===== config.mk =====
export PLATFORM = sky130hd
export DESIGN_NAME = quoted_printable_encoder_core
export DESIGN_NICKNAME = d
export VERILOG_FILES = /design/src/hw/rtl/qpe_pkg.sv /design/src/hw/rtl/qpe_front.sv /design/src/hw/rtl/qpe_queue.sv /design/src/hw/rtl/qpe_back.sv /design/src/hw/rtl/quoted_printable_encoder_core.sv
export SDC_FILE = /design/constraint.sdc
export NUM_CORES = 1
export LEC_CHECK = 0
export ABC_AREA = 1
export BUFFER_PORTS_ARGS = -buffer_cell sky130_fd_sc_hd__clkbuf_2
export CAP_MARGIN = 10
export CORE_MARGIN = 2
export CORE_UTILIZATION = 45
export DETAILED_ROUTE_END_ITERATION = 12
export PLACE_DENSITY = 0.76
export SETUP_SLACK_MARGIN = 0.2
export SYNTH_ARGS = -nofsm -noshare
export SYNTH_HDL_FRONTEND = slang
export SYNTH_SLANG_ARGS = --single-unit
export TNS_END_PERCENT = 50

===== constraint.sdc =====
create_clock -name clk -period 4.7 [get_ports clk]
set_input_delay 0.94 -clock clk [delete_from_list [all_inputs] [get_ports clk]]
set_output_delay 0.94 -clock clk [all_outputs]
set_load 0.01 [all_outputs]

===== src/hw/rtl/qpe_pkg.sv =====
// Shared types, character codes and helpers for the quoted-printable encoder.
`timescale 1ns / 1ps

package qpe_pkg;

  localparam int QPE_MAX_CHARS   = 7;
  localparam int QPE_QUEUE_DEPTH = 2;
  localparam int QPE_LIMIT_W     = 7;
  localparam int QPE_COL_W       = 8;
  localparam int QPE_CNT_W       = 3;

  localparam logic [7:0] CH_LF     = 8'h0A;
  localparam logic [7:0] CH_SPACE  = 8'h20;
  localparam logic [7:0] CH_EQUALS = 8'h3D;

  localparam logic [7:0] CH_PRINT_LO = 8'h21;
  localparam logic [7:0] CH_PRINT_HI = 8'h7E;

  // Register indexes on the configuration port.
  localparam logic [1:0] REG_PRINTABLE_LIMIT = 2'd0;
  localparam logic [1:0] REG_SPACE_LIMIT     = 2'd1;
  localparam logic [1:0] REG_ESCAPE_LIMIT    = 2'd2;

  localparam logic [QPE_LIMIT_W-1:0] PRINTABLE_LIMIT_RST = 7'd76;
  localparam logic [QPE_LIMIT_W-1:0] SPACE_LIMIT_RST     = 7'd70;
  localparam logic [QPE_LIMIT_W-1:0] ESCAPE_LIMIT_RST    = 7'd73;

  // Width of an escape sequence in output columns.
  localparam logic [QPE_COL_W-1:0] ESCAPE_COLS = 8'd3;

  typedef struct packed {
    logic [QPE_LIMIT_W-1:0] printable_limit;
    logic [QPE_LIMIT_W-1:0] space_limit;
    logic [QPE_LIMIT_W-1:0] escape_limit;
  } qpe_limits_t;

  // One queued job: the characters for one input byte, first one in
  // the lowest slot, and how many of them are meaningful.
  typedef struct packed {
    logic [QPE_MAX_CHARS-1:0][7:0] chars;
    logic [QPE_CNT_W-1:0]          count;
  } qpe_job_t;

  function automatic logic [7:0] hex_char(input logic [3:0] nib);
    logic [7:0] res;
    if (nib < 4'd10) begin
      res = 8'h30 + {4'd0, nib};
    end else begin
      res = 8'h37 + {4'd0, nib};
    end
    return res;
  endfunction

endpackage


===== src/hw/rtl/qpe_front.sv =====
// Front end: accepts raw bytes, tracks the column and builds the character job.
`timescale 1ns / 1ps

module qpe_front (
  input  logic               clk,
  input  logic               rst_n,
  input  qpe_pkg::qpe_limits_t limits,
  input  logic               in_tvalid,
  output logic               in_tready,
  input  logic [7:0]         in_tdata,
  input  logic               q_full,
  output logic               q_push,
  output qpe_pkg::qpe_job_t  q_job
);
  import qpe_pkg::*;

  logic [QPE_COL_W-1:0] column_r;
  logic [QPE_COL_W-1:0] column_nxt;
  logic [QPE_COL_W-1:0] col_inc;
  logic [QPE_COL_W-1:0] col_pre;
  logic [QPE_COL_W-1:0] col_esc;
  logic                 is_print;
  logic                 pre_brk;
  logic                 post_brk;
  logic [7:0]           hex_hi;
  logic [7:0]           hex_lo;
  qpe_job_t             job;

  assign in_tready = !q_full;
  assign q_push    = in_tvalid && !q_full;
  assign q_job     = job;

  assign is_print = (in_tdata inside {[CH_PRINT_LO:CH_PRINT_HI]}) && (in_tdata != CH_EQUALS);
  assign col_inc  = column_r + 8'd1;
  assign pre_brk  = column_r > {1'b0, limits.escape_limit};
  assign col_pre  = pre_brk ? '0 : column_r;
  assign col_esc  = col_pre + ESCAPE_COLS;
  assign hex_hi   = hex_char(in_tdata[7:4]);
  assign hex_lo   = hex_char(in_tdata[3:0]);

  always_comb begin
    job        = '0;
    post_brk   = 1'b0;
    column_nxt = column_r;
    if (is_print) begin
      post_brk      = col_inc > {1'b0, limits.printable_limit};
      job.chars[0]  = in_tdata;
      job.chars[1]  = CH_LF;
      job.count     = post_brk ? 3'd2 : 3'd1;
      column_nxt    = post_brk ? '0 : col_inc;
    end else if (in_tdata == CH_SPACE) begin
      post_brk      = col_inc > {1'b0, limits.space_limit};
      job.chars[0]  = in_tdata;
      job.chars[1]  = CH_EQUALS;
      job.chars[2]  = CH_LF;
      job.count     = post_brk ? 3'd3 : 3'd1;
      column_nxt    = post_brk ? '0 : col_inc;
    end else if (in_tdata == CH_LF) begin
      job.chars[0]  = CH_LF;
      job.count     = 3'd1;
      column_nxt    = '0;
    end else begin
      post_brk = col_esc > {1'b0, limits.escape_limit};
      if (pre_brk) begin
        job.chars[0] = CH_EQUALS;
        job.chars[1] = CH_LF;
        job.chars[2] = CH_EQUALS;
        job.chars[3] = hex_hi;
        job.chars[4] = hex_lo;
        job.chars[5] = CH_EQUALS;
        job.chars[6] = CH_LF;
      end else begin
        job.chars[0] = CH_EQUALS;
        job.chars[1] = hex_hi;
        job.chars[2] = hex_lo;
        job.chars[3] = CH_EQUALS;
        job.chars[4] = CH_LF;
      end
      job.count  = 3'd3 + (pre_brk ? 3'd2 : 3'd0) + (post_brk ? 3'd2 : 3'd0);
      column_nxt = post_brk ? '0 : col_esc;
    end
  end

  always_ff @(posedge clk) begin
    if (!rst_n) begin
      column_r <= '0;
    end else if (q_push) begin
      column_r <= column_nxt;
    end
  end

endmodule


===== src/hw/rtl/qpe_queue.sv =====
// Small job queue between the front end and the character serialiser.
`timescale 1ns / 1ps

module qpe_queue #(
  parameter int DEPTH = qpe_pkg::QPE_QUEUE_DEPTH
) (
  input  logic              clk,
  input  logic              rst_n,
  input  logic              push,
  input  qpe_pkg::qpe_job_t push_job,
  input  logic              pop,
  output qpe_pkg::qpe_job_t head_job,
  output logic              full,
  output logic              empty
);
  import qpe_pkg::*;

  localparam int PTR_W = (DEPTH > 1) ? $clog2(DEPTH) : 1;
  localparam int CNT_W = $clog2(DEPTH + 1);
  localparam logic [PTR_W-1:0] LAST_PTR = PTR_W'(DEPTH - 1);
  localparam logic [CNT_W-1:0] FULL_CNT = CNT_W'(DEPTH);

  qpe_job_t         mem_r [DEPTH];
  logic [PTR_W-1:0] wr_ptr_r;
  logic [PTR_W-1:0] wr_ptr_nxt;
  logic [PTR_W-1:0] rd_ptr_r;
  logic [PTR_W-1:0] rd_ptr_nxt;
  logic [CNT_W-1:0] fill_r;
  logic [CNT_W-1:0] fill_nxt;
  logic             do_push;
  logic             do_pop;

  assign full     = fill_r == FULL_CNT;
  assign empty    = fill_r == '0;
  assign do_push  = push && !full;
  assign do_pop   = pop && !empty;
  assign head_job = mem_r[rd_ptr_r];

  always_comb begin
    wr_ptr_nxt = wr_ptr_r;
    rd_ptr_nxt = rd_ptr_r;
    fill_nxt   = fill_r;
    if (do_push) begin
      wr_ptr_nxt = (wr_ptr_r == LAST_PTR) ? '0 : wr_ptr_r + 1'b1;
    end
    if (do_pop) begin
      rd_ptr_nxt = (rd_ptr_r == LAST_PTR) ? '0 : rd_ptr_r + 1'b1;
    end
    if (do_push && !do_pop) begin
      fill_nxt = fill_r + 1'b1;
    end else if (do_pop && !do_push) begin
      fill_nxt = fill_r - 1'b1;
    end
  end

  always_ff @(posedge clk) begin
    if (!rst_n) begin
      wr_ptr_r <= '0;
      rd_ptr_r <= '0;
      fill_r   <= '0;
    end else begin
      wr_ptr_r <= wr_ptr_nxt;
      rd_ptr_r <= rd_ptr_nxt;
      fill_r   <= fill_nxt;
    end
  end

  always_ff @(posedge clk) begin
    if (do_push) begin
      mem_r[wr_ptr_r] <= push_job;
    end
  end

endmodule


===== src/hw/rtl/qpe_back.sv =====
// Back end: shifts one job's characters out, one beat per cycle unless stalled.
`timescale 1ns / 1ps

module qpe_back (
  input  logic              clk,
  input  logic              rst_n,
  input  qpe_pkg::qpe_job_t head_job,
  input  logic              q_empty,
  output logic              q_pop,
  output logic              out_tvalid,
  input  logic              out_tready,
  output logic [7:0]        out_tdata,
  output logic              out_tlast
);
  import qpe_pkg::*;

  logic [QPE_MAX_CHARS-1:0][7:0] chars_r;
  logic [QPE_MAX_CHARS-1:0][7:0] chars_nxt;
  logic [QPE_CNT_W-1:0]          left_r;
  logic [QPE_CNT_W-1:0]          left_nxt;
  logic                          take_next;

  assign out_tvalid = left_r != '0;
  assign out_tdata  = chars_r[0];
  assign out_tlast  = left_r == 3'd1;

  // A new job is taken when the register is empty or its final beat leaves now.
  assign take_next = !out_tvalid || (out_tready && out_tlast);
  assign q_pop     = take_next && !q_empty;

  always_comb begin
    chars_nxt = chars_r;
    left_nxt  = left_r;
    if (take_next) begin
      if (!q_empty) begin
        chars_nxt = head_job.chars;
        left_nxt  = head_job.count;
      end else begin
        left_nxt  = '0;
      end
    end else if (out_tready) begin
      chars_nxt = {8'h00, chars_r[QPE_MAX_CHARS-1:1]};
      left_nxt  = left_r - 1'b1;
    end
  end

  always_ff @(posedge clk) begin
    if (!rst_n) begin
      left_r <= '0;
    end else begin
      left_r <= left_nxt;
    end
  end

  always_ff @(posedge clk) begin
    chars_r <= chars_nxt;
  end

endmodule


===== src/hw/rtl/quoted_printable_encoder_core.sv =====
// Top level of the quoted-printable encoder: register bank and datapath wiring.
`timescale 1ns / 1ps

// Quoted-printable encoder.
// Input channel in_*: one raw byte per beat on in_tdata. Output channel out_*:
// one encoded ASCII character per beat on out_tdata, with out_tlast marking
// the final character produced for an input byte (one to seven characters).
// The three line limits sit on the cfg_* port at byte addresses 0, 4 and 8
// and should be written only while no byte is in flight.
// When the output side is free, an input byte is written into the job queue
// and then loaded into the output register, which presents its first character.
// The front end takes a byte every cycle while the job queue has room; the
// output register gives one character per cycle while out_tready is high.
// A byte produces one character for plain text, two for text with a hard
// line feed, three for a space with a soft break and three to seven for
// escapes.
// A stall on out_tready holds the current character; the queue then fills
// and in_tready drops until room returns.
// Reset clears the column, empties the queue and the output register and
// restores the default limits.
module quoted_printable_encoder_core #(
  parameter int QUEUE_DEPTH = qpe_pkg::QPE_QUEUE_DEPTH
) (
  input  logic        clk,
  input  logic        rst_n,
  input  logic        in_tvalid,
  output logic        in_tready,
  input  logic [7:0]  in_tdata,    // [7:0] in_byte
  output logic        out_tvalid,
  input  logic        out_tready,
  output logic [7:0]  out_tdata,   // [7:0] out_byte
  output logic        out_tlast,
  input  logic        cfg_psel,
  input  logic        cfg_penable,
  input  logic        cfg_pwrite,
  input  logic [3:0]  cfg_paddr,
  input  logic [31:0] cfg_pwdata,
  output logic [31:0] cfg_prdata,
  output logic        cfg_pready
);
  import qpe_pkg::*;

  logic [QPE_LIMIT_W-1:0] plim_r;
  logic [QPE_LIMIT_W-1:0] slim_r;
  logic [QPE_LIMIT_W-1:0] elim_r;
  logic                   cfg_wr;
  logic [1:0]             reg_idx;
  qpe_limits_t            limits;
  qpe_job_t               push_job;
  qpe_job_t               head_job;
  logic                   q_push;
  logic                   q_pop;
  logic                   q_full;
  logic                   q_empty;

  assign cfg_pready = 1'b1;
  assign reg_idx    = cfg_paddr[3:2];
  assign cfg_wr     = cfg_psel && cfg_penable && cfg_pwrite && cfg_pready;

  always_ff @(posedge clk) begin
    if (!rst_n) begin
      plim_r <= PRINTABLE_LIMIT_RST;
      slim_r <= SPACE_LIMIT_RST;
      elim_r <= ESCAPE_LIMIT_RST;
    end else if (cfg_wr) begin
      case (reg_idx)
        REG_PRINTABLE_LIMIT: plim_r <= cfg_pwdata[QPE_LIMIT_W-1:0];
        REG_SPACE_LIMIT:     slim_r <= cfg_pwdata[QPE_LIMIT_W-1:0];
        REG_ESCAPE_LIMIT:    elim_r <= cfg_pwdata[QPE_LIMIT_W-1:0];
        default: ;
      endcase
    end
  end

  always_comb begin
    case (reg_idx)
      REG_PRINTABLE_LIMIT: cfg_prdata = {25'd0, plim_r};
      REG_SPACE_LIMIT:     cfg_prdata = {25'd0, slim_r};
      REG_ESCAPE_LIMIT:    cfg_prdata = {25'd0, elim_r};
      default:             cfg_prdata = '0;
    endcase
  end

  assign limits.printable_limit = plim_r;
  assign limits.space_limit     = slim_r;
  assign limits.escape_limit    = elim_r;

  qpe_front u_front (
    .clk       (clk),
    .rst_n     (rst_n),
    .limits    (limits),
    .in_tvalid (in_tvalid),
    .in_tready (in_tready),
    .in_tdata  (in_tdata),
    .q_full    (q_full),
    .q_push    (q_push),
    .q_job     (push_job)
  );

  qpe_queue #(
    .DEPTH (QUEUE_DEPTH)
  ) u_queue (
    .clk      (clk),
    .rst_n    (rst_n),
    .push     (q_push),
    .push_job (push_job),
    .pop      (q_pop),
    .head_job (head_job),
    .full     (q_full),
    .empty    (q_empty)
  );

  qpe_back u_back (
    .clk        (clk),
    .rst_n      (rst_n),
    .head_job   (head_job),
    .q_empty    (q_empty),
    .q_pop      (q_pop),
    .out_tvalid (out_tvalid),
    .out_tready (out_tready),
    .out_tdata  (out_tdata),
    .out_tlast  (out_tlast)
  );

endmodule


==> metrics, run 1 <==
Sink Count=156; Slew Viols, Final=0; wire per inst=15.1 µm; GRT Residual Overflow=0; DIE AREA=around 19000 µm²; TNS Setup=0 ns; Hold Crit Class=flip-flop to flip-flop; Gate Count Post-Synth=876; clock skew=0.0141 ns; core area=between 15000 and 20000 µm²; FF-to-FF path depth=26; first-pass GRT wire length=~27000 µm; Final GP Congestion=around 0.95; layout cell share with drive strength beyond 1=around an eighth; Placed Instances=around 1100; Final setup viols=0; worst skew pair latency=about 0.43 ns; DIE HEIGHT=approximately 140 µm; Reg-to-Reg End=u_queue.mem_r[1][1]; Worst Path Arrival=roughly 4.1 ns; Crit Path Category=flip-flop to flip-flop; initial antenna violation count=0; Unique masters post-synth=between 40 and 50; Hold Path Stages=1; Placement Setup Slack=between 0.8 and 0.9 ns; number of fill cells=about 1500; Final min period=about 3.9 ns; clock-pin slew on the worst setup and hold paths=about 0.06 ns; Final Hold Vio Count=0; worst endpoint required time=4.93 ns; wirelength, routed=17300 µm; CTS tree=yes; slowest stage cell, crit path=dfxtp_1; Die Wd=roughly 140 µm; HPWL after detailed placement=approximately 11000 µm; Max transition margin=between 40% and 50%; Final ANT Viol Nets=0; cell repeated most along the worst path=nand2_1; RR Startpoint=u_front.column_r[0]; final setup margin=0.832 ns; Rows=48; Root Buffer=clkbuf_16; number of global-route vias before repair=5668; crit path max fanout=24; hold_buf cts=0; reg2reg setup slack=about 0.83 ns; starting DRC count in detailed routing=roughly 460; Layout Area Growth over Synthesis=10.7%; sequential area share after synthesis=53.5%; largest net degree at the start of global routing=65; CTS resizes=0; Num CTS Buffers=17; DRC viols=0; buffers plus inverters on the worst setup path=4; RSZ-0062 raised after global routing=no; VDD IR-drop max=between 0.4 and 0.5 mV; largest buffer count on any clock path=2; Max-Cap Viols=0; Setup Buffers After CTS=0; critical path's largest stage delay=~0.49 ns; initial cell density of the core=between 40% and 50%; io pins=95; Vias=~6000; I/O Buffers=41; n_diodes=0; synthesized flop and latch total=around 160; Vias/cell=5.24; CP endpoint kind=flip-flop; Pre-antenna DRT Iters=6; total track usage=between 10% and 20%; cell leakage power=roughly 3.9 nW; Layout Nets=1001; Post-Syn Area=8070 µm²; Startpoint Class=flip-flop; pwr/cell area=about 580 nW/µm²; Mean Syn Cell Area=about 9.2 µm²; number of H-tree levels=4; outcome=complete, no violations; synthesis warning total=0; worst-margin pin slew=just under 0.8 ns; Max Clock Freq=~260 MHz; CP top delay family=simple AND/OR/NAND/NOR gates; HP Start=u_queue.rd_ptr_r; fin cells=approximately 1100; Tcrit/Tclk final=just over 80%
worst max-delay path by stage:
stage / from / endpoint / cells past startpoint
after floorplan: out_tready / u_back.chars_r[10] / 7
after global placement: u_front.column_r[5] / u_queue.mem_r[0][1] / 22
after detailed placement: u_front.column_r[5] / u_queue.mem_r[1][1] / 22
after CTS: u_front.column_r[0] / u_queue.mem_r[1][1] / 26
after global routing: u_front.column_r[0] / u_queue.mem_r[1][1] / 26
final: u_front.column_r[0] / u_queue.mem_r[1][1] / 26
kinds of logic after synthesis:
| kind of cell | after synthesis | synth area share (%) |
|---|---|---|
| AND/OR/NAND/NOR | 321 | 16.7 |
| buffers and inverters | 181 | 10.4 |
| AO/OA/AOI/OAI | 167 | 12.1 |
| flip-flops | 156 | 53.5 |
| adder cells (fa/ha/maj) | 40 | 6.20 |
| XOR/XNOR | 9 | 0.977 |
| other | 2 | 0.0931 |
cell type report:
type                            instances  area (µm²)  area share, %
Multi-Input combinational cell        565        3050           34.1
Clock buffer                           18         429           4.81
Clock inverter                         14         144           1.61
Timing Repair Buffer                   47         250           2.80
Tap cell                              225         282           3.15
Inverter                              123         464           5.20
Sequential cell                       156        4310           48.3
worst register-to-register path: stages (launching register included):
cell and delay, ns:
dfxtp_1 0.49, inv_1 0.16, ha_1 0.20, inv_1 0.05, nand2_1 0.04, nand2_1 0.05, nand2_1 0.06, nand2_1 0.06
nand2_1 0.06, nand2_2 0.08, nand2_4 0.19, inv_2 0.29, o21ai_0 0.11, nand2_1 0.06, inv_1 0.07, ha_1 0.29
nand2_1 0.06, o21ai_0 0.15, nand2_1 0.07, nand2_1 0.06, nand2_1 0.05, a21oi_1 0.23, a21oi_4 0.10, ha_1 0.28
nor2_1 0.09, o21ai_0 0.07, o21ai_0 0.25
stage by stage:
step / power, mW / util, % / hold slack (ns) / instance area (µm²)
global placement: 3.75 / 48.0 / 0.434 / 8360
CTS: 5.15 / 51.3 / 0.486 / 8930
global route: 5.45 / 51.3 / 0.508 / 8930
floorplan: 3.40 / - / 0.425 / 8170
detailed placement: 3.81 / 48.0 / 0.454 / 8360
finish: 5.13 / 51.3 / 0.487 / 8930
registers in the layout, summed over array words and instances, names as in the netlist, named ones only:
| name | cells |
|---|---|
| elim_r | 7 |
| u_back.out_tdata | 8 |
| u_queue.fill_r | 2 |
| u_back.chars_r | 31 |
| u_front.column_r | 8 |
| slim_r | 7 |
| u_queue.wr_ptr_r | 1 |
| u_queue.mem_r | 80 |
| u_back.left_r | 3 |
| plim_r | 7 |
| u_queue.rd_ptr_r | 1 |
Yosys cell counts, drive strengths merged:
cell type,number,area [µm²]
a21oi,54,293
nor3,6,50.1
nand4,5,31.3
o21a,1,7.51
a221oi,1,8.76
edfxtp,119,3570
ha,40,500
conb,2,7.51
o21bai,1,7.51
buf,46,329
nor2,90,365
o21ai,58,302
nand2,194,748
clkbuf,12,45.0
o211ai,9,67.6
o32ai,1,8.76
or2,3,18.8
clkinv,1,3.75
dfxtp,37,741
a31oi,30,188
nand3,23,138
xor2,8,70.1
inv,122,460
a211oi,2,15.0
o31ai,4,30.0
xnor2,1,8.76
o221ai,6,52.6
layout by cell type, fill, tap and decap left out, types with 3 or more instances in the layout:
cell	instances
a21oi_2	3
clkinv_1	3
dfxtp_1	37
o211ai_1	9
nand2_1	188
buf_4	6
conb_1	28
o221ai_1	6
nand2_2	5
clkbuf_2	41
inv_1	111
nor2_1	81
xor2_1	8
clkbuf_16	17
a21oi_1	50
inv_2	10
o21ai_0	55
ha_1	40
edfxtp_1	119
nor3_2	4
nand3_1	20
a31oi_1	30
nand4_1	5
o31ai_1	4
nor2_2	4
nor2_4	5
where the power goes:
group	leakage (nW)	total, mW	switching, mW	internal, mW
logic	2.17	1.65	1.16	0.494
registers	1.42	2.14	0.113	2.03
clock network	0.274	1.34	0.561	0.782
layer usage:
layer	wire (µm)	GRT usage, %	vias to the layer above	share of wire [%]
met1	7200	23.2	2817	42
met3	1120	4.09	33	6.5
met4	369	6.58	0	2.1
met2	8610	32.5	218	50
li1	-	-	2942	-
met5	0	0	-	0
Note: power is estimated with default switching activity, not from simulation.
==> run 2, diff against run 1 <==
--- a/config.mk
+++ b/config.mk
@@ -5,7 +5,7 @@
 export SDC_FILE = /design/constraint.sdc
 export NUM_CORES = 1
 export LEC_CHECK = 0
-export ABC_AREA = 1
+export ABC_AREA = 0
 export BUFFER_PORTS_ARGS = -buffer_cell sky130_fd_sc_hd__clkbuf_2
 export CAP_MARGIN = 10
 export CORE_MARGIN = 2
==> constraint.sdc (replaced) <==
create_clock -name clk -period 3.3 [get_ports clk]
set_input_delay 0.66 -clock clk [delete_from_list [all_inputs] [get_ports clk]]
set_output_delay 0.66 -clock clk [all_outputs]
set_load 0.01 [all_outputs]
==> metrics, run 2 <==
outcome=complete, no violations; Synth area leaders=edfxtp_1 45%, dfxtp_1 9.3%, mux2i_1 7.0%; GRT Residual Overflow=0; Async SR Flop Fraction=0%; most frequent cell after synthesis=edfxtp_1; Hold Crit Class=flip-flop to flip-flop; Unique masters post-synth=60; Yosys top cell area share=around 45%; Rows=48; Final ANT Viol Nets=0; worst skew pair latency=~0.42 ns; clock-pin slew on the worst setup and hold paths=0.07 ns; critical path's largest stage delay=about 0.53 ns; max reg flops=80; core area=roughly 17000 µm²; placed cell area=8440 µm²; starting DRC count in detailed routing=260; final instance area=a little over 9000 µm²; most frequent cells in the layout=119 x edfxtp_1, 73 x nand2_1, 56 x mux2i_1; Final GP Congestion=0.847; I/O Buffers=roughly 40; synthesized flop and latch total=between 150 and 200; Startpoint Class=flip-flop; worst endpoint required time=approximately 3.6 ns; RSZ-0062 raised after global routing=yes; Mean Syn Cell Area=11.0 µm²; Tcrit/Tclk final=between 90% and 100%; slowest stage cell, crit path=or4_4; cell repeated most along the worst path=a21oi_2; Pre-antenna DRT Iters=5; first-pass GRT wire length=roughly 27000 µm; number of fill cells=~1500; commonest non-fill, non-tap cell in the layout=edfxtp_1; crit path max fanout=7; synthesis warning total=0; clock skew=around 0.0091 ns; tightest hold margin=0.486 ns; largest buffer count on any clock path=2; Gate Count Post-Synth=approximately 720; CTS tree=yes; largest net degree at the start of global routing=41; worst-margin pin slew=roughly 1.0 ns; Vias=5356; Tot Pwr=7.12 mW; number of synthesized flops with an enable pin=roughly 120; Final setup viols=0; Top reg by flops=u_queue.mem_r; pwr/cell area=about 780 nW/µm²; Slew Viols, Final=0; Final min period=3.20 ns; Max-Cap Viols=0; Max Clock Freq=313 MHz; DRC viols=0; cell leakage power=~3.5 nW; top cells by count, synth=119 x edfxtp_1, 73 x nand2_1, 56 x mux2i_1; n_diodes=0; sequential area share after synthesis=54.2%; HPWL after detailed placement=~11000 µm; initial antenna violation count=0; Layout Area Growth over Synthesis=15.1%; Crit Path Category=flip-flop to flip-flop; total track usage=between 15 and 20%; number of H-tree levels=4; layout cell share with drive strength beyond 1=20.4%; hold_buf cts=0; Final Hold Vio Count=0; io pins=95; Vias/cell=between 5 and 6; DIE HEIGHT=approximately 140 µm; Worst Path Arrival=around 3.5 ns; Post-Syn Area=roughly 8000 µm²; wirelength, routed=between 15000 and 20000 µm; initial cell density of the core=a little under half; crit path cell chain=inv_4 -> ha_4 -> nor2b_4 -> o211ai_1 -> a21oi_2 -> o21a_4 -> nor2_4 -> ha_2 -> or4_4 -> a21oi_2 -> a211oi_2 -> buf_4 -> a21oi_2 -> ha_1 -> nor2_1 -> nor2_1 -> o21ai_1; dominant cell type by area after synthesis=edfxtp_1; Max transition margin=between 30% and 40%; TNS Setup=0 ns; Layout Nets=approximately 860; VDD IR-drop max=about 0.44 mV; Num CTS Buffers=17; top flop regs=u_queue.mem_r: 80 flops, u_back.chars_r: 31 flops; wire per inst=approximately 16 µm; CP endpoint kind=flip-flop; Most used DFF post-synth=edfxtp_1; Die Wd=approximately 140 µm; DIE AREA=around 19000 µm²; number of global-route vias before repair=between 5000 and 6000; Root Buffer=clkbuf_16; Sink Count=156
[run 2: cell types whose count changed after synthesis, sizes merged, moves of 9 or more]
cell    change
nand2     -121
inv        -90
mux2i      +56
nor2       -44
a31oi      -27
nor2b      +18
a21oi      -17
clkbuf     +15
xnor2      +11
o21ai       -9
[run 2: layout make-up]
cell class                 instances  area, µm²  area share (%)
multi-input combinational        492       3390            37.0
sequential                       156       4320            47.2
timing repair buffer              73        474            5.18
clock inverter                    15        138            1.50
tap                              225        282            3.07
clock buffer                      17        425            4.64
inverter                          33        129            1.41
[run 2: path summary, 6_finish.rpt]
kind | slack (ns) | cells after the start | startpoint | endpoint
max | 0.10 | 17 | elim_r[1] | u_queue.mem_r[0][1]
min | 0.49 | 2 | slim_r[4] | slim_r[4]
max reg2reg | 0.10 | 17 | elim_r[1] | u_queue.mem_r[0][1]
min reg2reg | 0.49 | 2 | slim_r[4] | slim_r[4]
[run 2: kinds of logic after synthesis]
group                      after synthesis  synth area share (%)
and+or+nand+nor                        213                  13.1
DFF                                    156                  54.2
AOI/OAI and AO/OA                      135                  10.5
buffers and inverters                  102                  6.56
muxes                                   57                  7.18
adders and majority gates               40                  6.29
xor gates and xnor gates                19                  2.09
other                                    2                0.0944
[run 2: power breakdown]
group          internal [mW]  total [mW]  switching [mW]
Sequential              2.86        3.06           0.204
Combinational          0.832        2.20            1.37
Clock                   1.05        1.86           0.806
Total                   4.74        7.12            2.38
[run 2: worst max-delay path: cells and delay by family, from the launching register on]
kind                     cells  cell delay [ns]
AND/OR/NAND/NOR              5             0.81
AO/OA/AOI/OAI                7             0.98
buffers and inverters        2             0.21
adder cells (fa/ha/maj)      3             0.66
flip-flops                   1             0.35
[run 2: layer usage]
layer / wire length, µm / global-route usage, %
met3: 616 / 3.67
met2: 8480 / 32.8
met1: 6950 / 22.3
met4: 172 / 5.38
met5: 0 / 0
[run 2: through the flow]
step	cells	util, %	worst slack [ns]
floorplan	750	-	0.0769
global placement	973	48.8	0.0468
detailed placement	973	48.8	-0.0226
CTS	1009	52.6	0.158
global route	1011	53.0	-0.0187
finish	1011	53.0	0.104
[run 2: what timing repair did]
item | in CTS | in global routing
setup endpoints to repair | 8 | 10
pin swaps | 6 | 11
buffers inserted | 4 | 2
resized for setup | 15 | 15
==> run 3, diff against run 2 <==
==> constraint.sdc (replaced) <==
create_clock -name clk -period 3.3 [get_ports clk]
set_input_delay 0.33 -clock clk [delete_from_list [all_inputs] [get_ports clk]]
set_output_delay 0.33 -clock clk [all_outputs]
set_load 0.01 [all_outputs]
==> metrics, run 3 (synthesis results as in run 2) <==
outcome=complete, no violations; Vias=~5400; Max Clock Freq=313 MHz; final setup margin=about 0.11 ns; Final GP Congestion=~0.85; Final min period=3.19 ns; fin cells=approximately 1000; DRC viols=0; Top reg by flops=u_queue.mem_r; Final setup viols=0; Hold Path Stages=3; RR Startpoint=u_front.column_r[1]; Crit path depth=16; GRT Residual Overflow=0; worst endpoint required time=~3.5 ns; I/O Buffers=a little over 40; Max transition margin=roughly a third; Hold Crit Class=input port to flip-flop; n_diodes=0; Tcrit/Tclk final=roughly 97%; number of H-tree levels=4; wire per inst=between 15 and 20 µm; RSZ-0062 raised after global routing=yes; Reg-to-Reg End=u_queue.mem_r[0][1]; Max-Cap Viols=0; Sink Count=between 150 and 200; FF-to-FF path depth=16; most frequent cells in the layout=119 x edfxtp_1, 72 x nand2_1, 56 x mux2i_1; crit path max fanout=7; core area=17300 µm²; CP top delay family=compound AO/OA/AOI/OAI gates; worst skew pair latency=roughly 0.42 ns; max reg flops=80; critical path's largest stage delay=around 0.41 ns; largest buffer count on any clock path=2; Slew Viols, Final=0; DIE HEIGHT=between 100 and 150 µm; wirelength, routed=around 16000 µm; Placed Instances=about 970; starting DRC count in detailed routing=about 410; Final Hold Vio Count=0; cell leakage power=around 3.5 nW; Tot Pwr=between 7 and 8 mW; clock-pin slew on the worst setup and hold paths=approximately 0.060 ns; io pins=95; VDD IR-drop max=around 0.47 mV; Layout Nets=859; Root Buffer=clkbuf_16; first-pass GRT wire length=~26000 µm; Num CTS Buffers=17; DIE AREA=18800 µm²; initial antenna violation count=0; HP Start=cfg_pwdata[0]; clock skew=0.0128 ns; CP endpoint kind=flip-flop; reg2reg setup slack=about 0.11 ns; number of global-route vias before repair=roughly 5200; slowest stage cell, crit path=dfxtp_1; Placement Setup Slack=-0.0443 ns; initial cell density of the core=between 40% and 50%; number of fill cells=roughly 1500; Rows=48; Vias/cell=5.34; Worst Path Arrival=~3.3 ns; FF+latch area=around 4300 µm²; Die Wd=between 100 and 150 µm; crit path cell chain=ha_4 -> nor2b_1 -> o211ai_1 -> a21oi_2 -> o21a_4 -> inv_2 -> nand2_2 -> ha_4 -> nor2b_4 -> o211ai_1 -> a211oi_2 -> a21oi_2 -> ha_1 -> nor2_1 -> nor2_1 -> o21ai_1; Pre-antenna DRT Iters=4; footprint of the multi-input gates=~3400 µm²; Final ANT Viol Nets=0; tightest hold margin=approximately 0.17 ns; layout cell share with drive strength beyond 1=between 20% and 30%; CTS tree=yes; top flop regs=u_queue.mem_r: 80 flops, u_back.chars_r: 31 flops; total track usage=18.2%; HPWL after detailed placement=11000 µm; worst-margin pin slew=0.996 ns; commonest non-fill, non-tap cell in the layout=edfxtp_1; Worst Hold Endpoint=elim_r[0]; pwr/cell area=approximately 770 nW/µm²; Startpoint Class=flip-flop; Layout Area Growth over Synthesis=15.1%; largest net degree at the start of global routing=50; buffers plus inverters on the worst setup path=1; Crit Path Category=flip-flop to flip-flop
[run 3: routing by layer]
layer	global-route usage [%]	routed length, µm	vias up
li1	-	-	2620
met1	22.9	6700	2576
met2	31.7	8350	159
met3	4.07	936	17
met4	4.81	179	0
met5	0	0	-
[run 3: layout make-up]
cell class                 count  share of cell area (%)
tap                          225                    3.07
clock inverter                11                    1.28
clock buffer                  21                    4.81
multi-input combinational    492                    37.6
inverter                      33                    1.43
sequential                   156                    47.2
timing repair buffer          68                    4.59
[run 3: report_power, final]
part | switching (mW) | internal (mW)
Clock | 0.732 | 1.11
Combinational | 1.36 | 0.784
Sequential | 0.203 | 2.87
[run 3: worst min-delay path: stages]
cell and delay, ns:
clkbuf_2 0.11, mux2i_1 0.07, nand2_1 0.06
[run 3: worst max path at each step]
stage / start / endpoint / slack [ns]
5_1_grt: elim_r[5] / u_queue.mem_r[0][1] / -0.05
4_1_cts: elim_r[1] / u_queue.mem_r[0][1] / 0.17
2_1_floorplan: u_front.column_r[0] / u_queue.mem_r[0][1] / 0.08
6_report: u_front.column_r[1] / u_queue.mem_r[0][1] / 0.11
3_3_place_gp: elim_r[1] / u_queue.mem_r[0][1] / 0.08
3_5_place_dp: elim_r[1] / u_queue.mem_r[0][1] / -0.04
[run 3: repair_timing]
action | in CTS | in global routing
setup buffers | 3 | 3
setup endpoints to repair | 7 | 9
gates resized for setup | 22 | 14
hold endpoints to repair | 0 | 0
pin swaps | 11 | 12
gates cloned | 0 | 0
hold buffers | 0 | 0
[run 3: stage by stage]
| stage | area (µm²) | util, % | setup TNS [ns] |
|---|---|---|---|
| finish | 9160 | 52.9 | 0 |
| global route | 9160 | 52.9 | -0.118 |
| CTS | 9070 | 52.4 | 0 |
| detailed placement | 8390 | 48.5 | -0.0886 |
| global placement | 8390 | 48.5 | 0 |
| floorplan | 8150 | - | 0 |
